$ cat config.mk
export PLATFORM = sky130hd
export DESIGN_NAME = lru_key_value_cache
export DESIGN_NICKNAME = d
export VERILOG_FILES = /design/src/design/lkv_pkg.sv /design/src/design/lkv_table.sv /design/src/design/lru_key_value_cache.sv
export SDC_FILE = /design/constraint.sdc
export NUM_CORES = 2
export LEC_CHECK = 0
export BUFFER_PORTS_ARGS = -buffer_cell sky130_fd_sc_hd__buf_2
export CAP_MARGIN = 25
export CELL_PAD_IN_SITES_DETAIL_PLACEMENT = 1
export CELL_PAD_IN_SITES_GLOBAL_PLACEMENT = 2
export CORE_ASPECT_RATIO = 0.5
export CORE_MARGIN = 1
export CORE_UTILIZATION = 46
export CTS_BUF_LIST = sky130_fd_sc_hd__clkbuf_16
export DETAILED_ROUTE_END_ITERATION = 16
export PLACE_DENSITY_LB_ADDON = 0.1
export SYNTH_ARGS = -nofsm -noshare
export SYNTH_HDL_FRONTEND = slang
export SYNTH_SLANG_ARGS = --single-unit
$ cat constraint.sdc
create_clock -name clock -period 9.3 [get_ports clock]
set_input_delay 1.86 -clock clock [delete_from_list [all_inputs] [get_ports clock]]
set_output_delay 1.86 -clock clock [all_outputs]
set_load 0.03 [all_outputs]
$ cat src/design/lkv_pkg.sv
// Shared types and constants for the LRU key-value cache.
// No dependencies; imported by lkv_table and lru_key_value_cache.
package lkv_pkg;

   localparam int DATA_W          = 32;
   localparam int CAP_W           = 5;
   localparam int ENTRIES_DEFAULT = 16;

   localparam logic [CAP_W-1:0] CAP_RESET = CAP_W'(16);

   localparam logic OP_GET = 1'b0;
   localparam logic OP_PUT = 1'b1;

   typedef struct packed {
      logic                     op;
      logic signed [DATA_W-1:0] key;
      logic signed [DATA_W-1:0] value;
   } req_type;

   typedef struct packed {
      logic                     found;
      logic signed [DATA_W-1:0] value;
   } lookup_type;

endpackage

$ cat src/design/lkv_table.sv
// Entry store, parallel key match and recency bookkeeping of the LRU cache.
// Depends on lkv_pkg.
module lkv_table #(
   parameter int ENTRIES = lkv_pkg::ENTRIES_DEFAULT
) (
   input  logic                      clock,
   input  logic                      reset,
   input  logic                      fire,
   input  lkv_pkg::req_type          req,
   input  logic [lkv_pkg::CAP_W-1:0] capacity,
   output lkv_pkg::lookup_type       lookup
);
   import lkv_pkg::*;

   localparam int RANK_W = (ENTRIES > 1) ? $clog2(ENTRIES) : 1;
   localparam int OCC_W  = $clog2(ENTRIES + 1);
   localparam int CMP_W  = (OCC_W > CAP_W) ? OCC_W : CAP_W;

   logic [DATA_W-1:0] key_ff   [ENTRIES];
   logic [DATA_W-1:0] value_ff [ENTRIES];
   logic [RANK_W-1:0] rank_ff  [ENTRIES];
   logic [RANK_W-1:0] rank_in  [ENTRIES];
   logic [ENTRIES-1:0] valid_ff, valid_in;
   logic [OCC_W-1:0]   occ_ff, occ_in;

   logic [ENTRIES-1:0] hit, victim, valid_after, free_slots, slot;
   logic [ENTRIES-1:0] key_we, value_we;
   logic               hit_any, evict, is_put;
   logic [RANK_W-1:0]  hit_rank, last_rank;
   logic [DATA_W-1:0]  hit_value;
   logic [OCC_W-1:0]   occ_less;
   logic [CMP_W-1:0]   cap_ext, eff_cap, occ_ext;

   assign is_put = (req.op == OP_PUT);

   always_comb begin
      hit_rank  = '0;
      hit_value = '0;
      for (int i = 0; i < ENTRIES; i++) begin
         hit[i] = valid_ff[i] && (key_ff[i] == req.key);
         if (hit[i]) begin
            hit_rank  = hit_rank | rank_ff[i];
            hit_value = hit_value | value_ff[i];
         end
      end
      hit_any = |hit;
   end

   // Clamp the capacity into 1..ENTRIES
   always_comb begin
      cap_ext = CMP_W'(capacity);
      eff_cap = cap_ext;
      if (cap_ext == '0) begin
         eff_cap = CMP_W'(1);
      end else if (cap_ext > CMP_W'(ENTRIES)) begin
         eff_cap = CMP_W'(ENTRIES);
      end
   end

   assign occ_ext   = CMP_W'(occ_ff);
   assign evict     = (occ_ext >= eff_cap) || (occ_ext >= CMP_W'(ENTRIES));
   assign occ_less  = occ_ff - OCC_W'(1);
   assign last_rank = occ_less[RANK_W-1:0];

   // Ranks of valid entries form 0..occupancy-1, so the oldest holds occupancy-1
   always_comb begin
      for (int i = 0; i < ENTRIES; i++) begin
         victim[i] = evict && valid_ff[i] && (rank_ff[i] == last_rank);
      end
   end

   assign valid_after = valid_ff & ~victim;
   assign free_slots  = ~valid_after;
   assign slot        = free_slots & (~free_slots + ENTRIES'(1));

   always_comb begin
      valid_in = valid_ff;
      occ_in   = occ_ff;
      key_we   = '0;
      value_we = '0;
      for (int i = 0; i < ENTRIES; i++) begin
         rank_in[i] = rank_ff[i];
      end
      if (fire && hit_any) begin
         // touch: entries more recent than the hit age by one
         for (int i = 0; i < ENTRIES; i++) begin
            if (hit[i]) begin
               rank_in[i] = '0;
            end else if (valid_ff[i] && (rank_ff[i] < hit_rank)) begin
               rank_in[i] = rank_ff[i] + RANK_W'(1);
            end
         end
         if (is_put) begin
            value_we = hit;
         end
      end else if (fire && is_put) begin
         for (int i = 0; i < ENTRIES; i++) begin
            if (slot[i] || victim[i]) begin
               rank_in[i] = '0;
            end else if (valid_after[i]) begin
               rank_in[i] = rank_ff[i] + RANK_W'(1);
            end
         end
         valid_in = valid_after | slot;
         occ_in   = evict ? occ_ff : occ_ff + OCC_W'(1);
         key_we   = slot;
         value_we = slot;
      end
   end

   always_ff @(posedge clock) begin
      if (reset) begin
         valid_ff <= '0;
         occ_ff   <= '0;
         for (int i = 0; i < ENTRIES; i++) begin
            rank_ff[i] <= '0;
         end
      end else begin
         valid_ff <= valid_in;
         occ_ff   <= occ_in;
         for (int i = 0; i < ENTRIES; i++) begin
            rank_ff[i] <= rank_in[i];
         end
      end
   end

   always_ff @(posedge clock) begin
      for (int i = 0; i < ENTRIES; i++) begin
         if (key_we[i]) begin
            key_ff[i] <= req.key;
         end
         if (value_we[i]) begin
            value_ff[i] <= req.value;
         end
      end
   end

   assign lookup.found = hit_any;
   assign lookup.value = hit_any ? hit_value : {DATA_W{1'b1}};

endmodule

$ cat src/design/lru_key_value_cache.sv
// Top level of the LRU key-value cache: request register, response register, capacity.
// Depends on lkv_pkg and lkv_table.
//
// Fully associative key-value cache with least-recently-used replacement over ENTRIES
// slots. A get (op 0) returns found and the stored value, or found 0 with value -1 on a
// miss; a put (op 1) updates or inserts and returns nothing. Sustained rate is one
// transaction per cycle unless a stalled response holds a get: the request register
// feeds a parallel key compare and recency update across all entries, and gets answer
// through an output register. A stalled response holds back only a get and all behind
// it; a put advances. csr_write_data sets how many entries are held before eviction
// (0 acts as 1, values above ENTRIES act as ENTRIES) and must be written while idle.
module lru_key_value_cache #(
   parameter int ENTRIES = lkv_pkg::ENTRIES_DEFAULT
) (
   input  logic                              clock,
   input  logic                              reset,
   input  logic                              req_valid,
   output logic                              req_stall,
   input  logic                              req_op,
   input  logic signed [lkv_pkg::DATA_W-1:0] req_key,
   input  logic signed [lkv_pkg::DATA_W-1:0] req_value,
   output logic                              rsp_valid,
   input  logic                              rsp_stall,
   output logic                              rsp_found,
   output logic signed [lkv_pkg::DATA_W-1:0] rsp_read_value,
   input  logic                              csr_write_enable,
   input  logic [lkv_pkg::CAP_W-1:0]         csr_write_data
);
   import lkv_pkg::*;

   logic               s1_valid_ff, s1_valid_in;
   req_type            s1_req_ff, s1_req_in;
   logic               rsp_valid_ff, rsp_valid_in;
   lookup_type         rsp_ff, rsp_in;
   logic [CAP_W-1:0]   cap_ff, cap_in;
   lookup_type         lookup;
   logic               accept, advance, out_free;

   assign out_free  = !rsp_valid_ff || !rsp_stall;
   assign advance   = s1_valid_ff && ((s1_req_ff.op == OP_PUT) || out_free);
   assign req_stall = s1_valid_ff && !advance;
   assign accept    = req_valid && !req_stall;

   lkv_table #(.ENTRIES(ENTRIES)) u_table (
      .clock    (clock),
      .reset    (reset),
      .fire     (advance),
      .req      (s1_req_ff),
      .capacity (cap_ff),
      .lookup   (lookup)
   );

   always_comb begin
      s1_valid_in = s1_valid_ff;
      s1_req_in   = s1_req_ff;
      if (accept) begin
         s1_valid_in = 1'b1;
         s1_req_in   = '{op: req_op, key: req_key, value: req_value};
      end else if (advance) begin
         s1_valid_in = 1'b0;
      end

      rsp_valid_in = rsp_valid_ff;
      rsp_in       = rsp_ff;
      if (advance && (s1_req_ff.op == OP_GET)) begin
         rsp_valid_in = 1'b1;
         rsp_in       = lookup;
      end else if (!rsp_stall) begin
         // drop the response once taken
         rsp_valid_in = 1'b0;
      end

      cap_in = csr_write_enable ? csr_write_data : cap_ff;
   end

   always_ff @(posedge clock) begin
      if (reset) begin
         s1_valid_ff  <= 1'b0;
         rsp_valid_ff <= 1'b0;
         cap_ff       <= CAP_RESET;
      end else begin
         s1_valid_ff  <= s1_valid_in;
         rsp_valid_ff <= rsp_valid_in;
         cap_ff       <= cap_in;
      end
   end

   always_ff @(posedge clock) begin
      s1_req_ff <= s1_req_in;
      rsp_ff    <= rsp_in;
   end

   assign rsp_valid      = rsp_valid_ff;
   assign rsp_found      = rsp_ff.found;
   assign rsp_read_value = rsp_ff.value;

endmodule
==> metrics.csv <==
stage;metric;value;unit
pwr;combinational power share;0.041;
die;Initial Utilization;0.465;
timing;max_slew headroom;0.296;
timing;setup violators final;0;
synthesis;library cells used by synthesis;89;
clocking;TritonCTS Buffers;107;
timing;Final period util;0.703;
grt;largest net degree at the start of global routing;41;
route;initial DRC count;3358;
synthesis;Adder-Cell Fraction of Synth Area;0.0169;
clocking;# resized after CTS;0;
critical_path;kind of end point of the critical path;flip-flop;
critical_path;R2R cell count;14;
die;Ports;110;
die;Rows;87;
synthesis;Yosys reg bits;1214;
synthesis;Synth top area share;0.641;
pwr;Pwr Total;11000;uW
grt;all-layer global routing usage;0.294;
synthesis;yosys warns;0;
route;via density per instance;6.28;
final_layout;Area Growth Syn to Fin;12.3;%
final_layout;diode count;0;
die;core area;113000;sq um
timing;Final Hold Viols;0;
pwr;sequential share of power;0.549;
clocking;H-tree depth;3;
critical_path;worst-path fanout max;38;
synthesis;top cells by area, synth;edfxtp_1 64%, xnor2_1 8.5%, dfxtp_1 3.5%;
die;die height;241;microns
timing;worst hold slack;529;ps
final_layout;NumNets Final;3916;
synthesis;largest family of logic cells by synthesized area;XOR/XNOR gates;
synthesis;Post-Synth XOR/XNOR Area;0.102;
synthesis;Synth area leader;edfxtp_1;
clocking;CTS root buf;clkbuf_16;
grt;global-route wire length before repair;244000;microns
route;wire per inst;31.7;microns
route;DRT antenna net count;0;
worst_hold_path;hold crit path type;reg -> reg;
synthesis;post-synthesis mux area share;0.00459;
synthesis;post-synthesis sequential area ratio;0.676;
die;DIE AREA;116000;sq um
critical_path;critical path class;reg -> reg;
critical_path;RR Startpoint;s1_req_ff[45];
route;via count;33735;
clocking;hold_buf cts;0;
die;Die X;480;microns
timing;clock skew;36.9;ps
final_layout;final non-filler cell total;5376;
clocking;clk slew on worst S/H paths;70;ps
clocking;Setup Fix Bufs, Post-CTS;0;
synthesis;number of synthesized flops with an enable pin;1122;
pwr;Clock power frac;0.411;
clocking;Worst-Skew Late Latency;740;ps
placed_design;Port-buffer cells;109;
pwr;Switching Share;0.222;
critical_path;RR Endpoint;u_table.rank_ff[12][3];
synthesis;Synth Area in Simple Gates;0.0955;
timing;Worst Tran Pin Value;1050;ps
critical_path;WP data arrival;7170;ps
timing;RSZ-0062 raised after global routing;false;
grt;vias in the first global route;34139;
timing;Slew Viols, Final;0;
placed_design;GPL Wtd Cong;0.895;
route;drt pass-1 iters;5;
clocking;CTS Sinks;1214;
synthesis;Cells after Synth;3604;
synthesis;asr flop ratio synth;0;
critical_path;R2R Setup Slk;2760;ps
critical_path;end point of the critical path;u_table.rank_ff[12][3];
critical_path;CP startpoint;s1_req_ff[45];
run;Max Cap Viol;0;
pwr;Max rail drop VDD;199;uV
placed_design;DP HPWL;105000;microns
grt;initial antenna violation count;7;
timing;fmax;153;MHz
pwr;leakage power;0.0181;uW
timing;minimum clock period after layout;6540;ps
synthesis;dominant synthesized flop cell;edfxtp_1;
synthesis;Mean Syn Cell Area;14.6;sq um
critical_path;kind of start point of the critical path;flip-flop;
timing;total negative slack;0;ps
synthesis;Commonest cells post-synth;1122 x edfxtp_1, 511 x xnor2_1, 271 x nand4_1;
outcome;status;complete, no violations;
placed_design;Post-Place Cells;5172;
synthesis;Post-Syn Nets;3750;
critical_path;Critical Path RT;9930;ps
pwr;sw power;2450;uW
final_layout;layout cells sized above 1;0.121;
synthesis;compound-cell area share of the yosys netlist;0.0837;
synthesis;most frequent cell after synthesis;edfxtp_1;
grt;total grt overflow;0;
route;final WL;171000;microns
final_layout;fill count;10910;
clocking;CTS tree;built;
route;DRC;0;
pwr;Int Power;8570;uW
synthesis;mapped cell area;52600;sq um
clocking;Clock Tree Buf Depth;3;
pwr;pwr dens;187;nW/um^2
==> worst min path at each step <==
| stage | start | end | slack [ps] | depth (start not counted) |
|---|---|---|---|---|
| 3_3_place_gp | rsp_valid | rsp_valid | 500 | 2 |
| 2_1_floorplan | cap_ff[0] | cap_ff[0] | 460 | 2 |
| 4_1_cts | cap_ff[3] | cap_ff[3] | 540 | 2 |
| 5_1_grt | cap_ff[0] | cap_ff[0] | 560 | 2 |
| 3_5_place_dp | cap_ff[0] | cap_ff[0] | 510 | 2 |
| 6_report | cap_ff[3] | cap_ff[3] | 530 | 2 |
==> logic make-up (layout without fill, tap and decap cells) <==
group / Yosys count / count (layout)
buffers and inverters: 239 / 498
adders and majority gates: 71 / 71
muxes: 24 / 24
xor gates and xnor gates: 577 / 577
and+or+nand+nor: 888 / 888
AOI/OAI and AO/OA: 591 / 591
DFF: 1214 / 1214
==> layer usage <==
metal / vias up / GRT usage / part of all wire
met5: - / 0 / 0
met4: 0 / 0.0784 / 0.025
met3: 249 / 0.0424 / 0.065
met2: 1183 / 0.473 / 0.46
met1: 17825 / 0.420 / 0.45
li1: 14478 / - / -
==> placed cells by master (no fill, tap or decap), drive strengths merged, types with 71 or more instances in the layout <==
cell type / count
a21oi: 76
a221oi: 105
a22o: 105
a22oi: 78
buf: 241
clkbuf: 107
dfxtp: 92
edfxtp: 1122
ha: 71
inv: 89
nand2: 105
nand3: 95
nand4: 271
nor2: 96
o21ai: 88
xnor2: 512
==> registers in the layout, summed over array words and instances, names as in the netlist <==
register,cells
s1_valid_ff,1
u_table.rank_ff,64
cap_ff,5
rsp_read_value,32
s1_req_ff,65
u_table.value_ff,512
rsp_found,1
u_table.key_ff,512
rsp_valid,1
u_table.valid_ff,16
u_table.occ_ext,5
==> power by group through the flow <==
stage               sequential, uW  combinational [uW]  clock [uW]
global placement              6160                 441           0
finish                        6050                 450        4520
detailed placement            6170                 447           0
global route                  6050                 476        4780
CTS                           6050                 450        4590
floorplan                     6150                 263           0
==> area by class of cell <==
class	count	area [sq um]	area share
clock buffer	107	2680	0.0454
clock inverter	95	811	0.0137
inverter	55	206	0.00350
multi-input combinational	2151	16200	0.274
sequential	1214	35500	0.602
tap	1513	1890	0.0321
timing repair buffer	241	1720	0.0291
==> stage by stage <==
step | util | instance area (sq um) | setup slack [ps]
2_1_floorplan | - | 52600 | 2840
3_3_place_gp | 0.489 | 55300 | 2790
3_5_place_dp | 0.491 | 55500 | 2890
4_1_cts | 0.522 | 59000 | 2810
5_1_grt | 0.522 | 59000 | 2480
6_report | 0.522 | 59000 | 2760
==> critical path, stage by stage (launching register included) <==
cell	delay, ps
edfxtp_1	660
buf_4	580
xnor2_1	230
nand4_1	130
nor4_1	560
and4_2	370
buf_4	630
nor4_1	100
and4_4	350
inv_2	310
buf_4	600
nand2_1	700
o31ai_2	690
o21ai_0	190
a211oi_1	210
(Power assumes the default switching activity.)
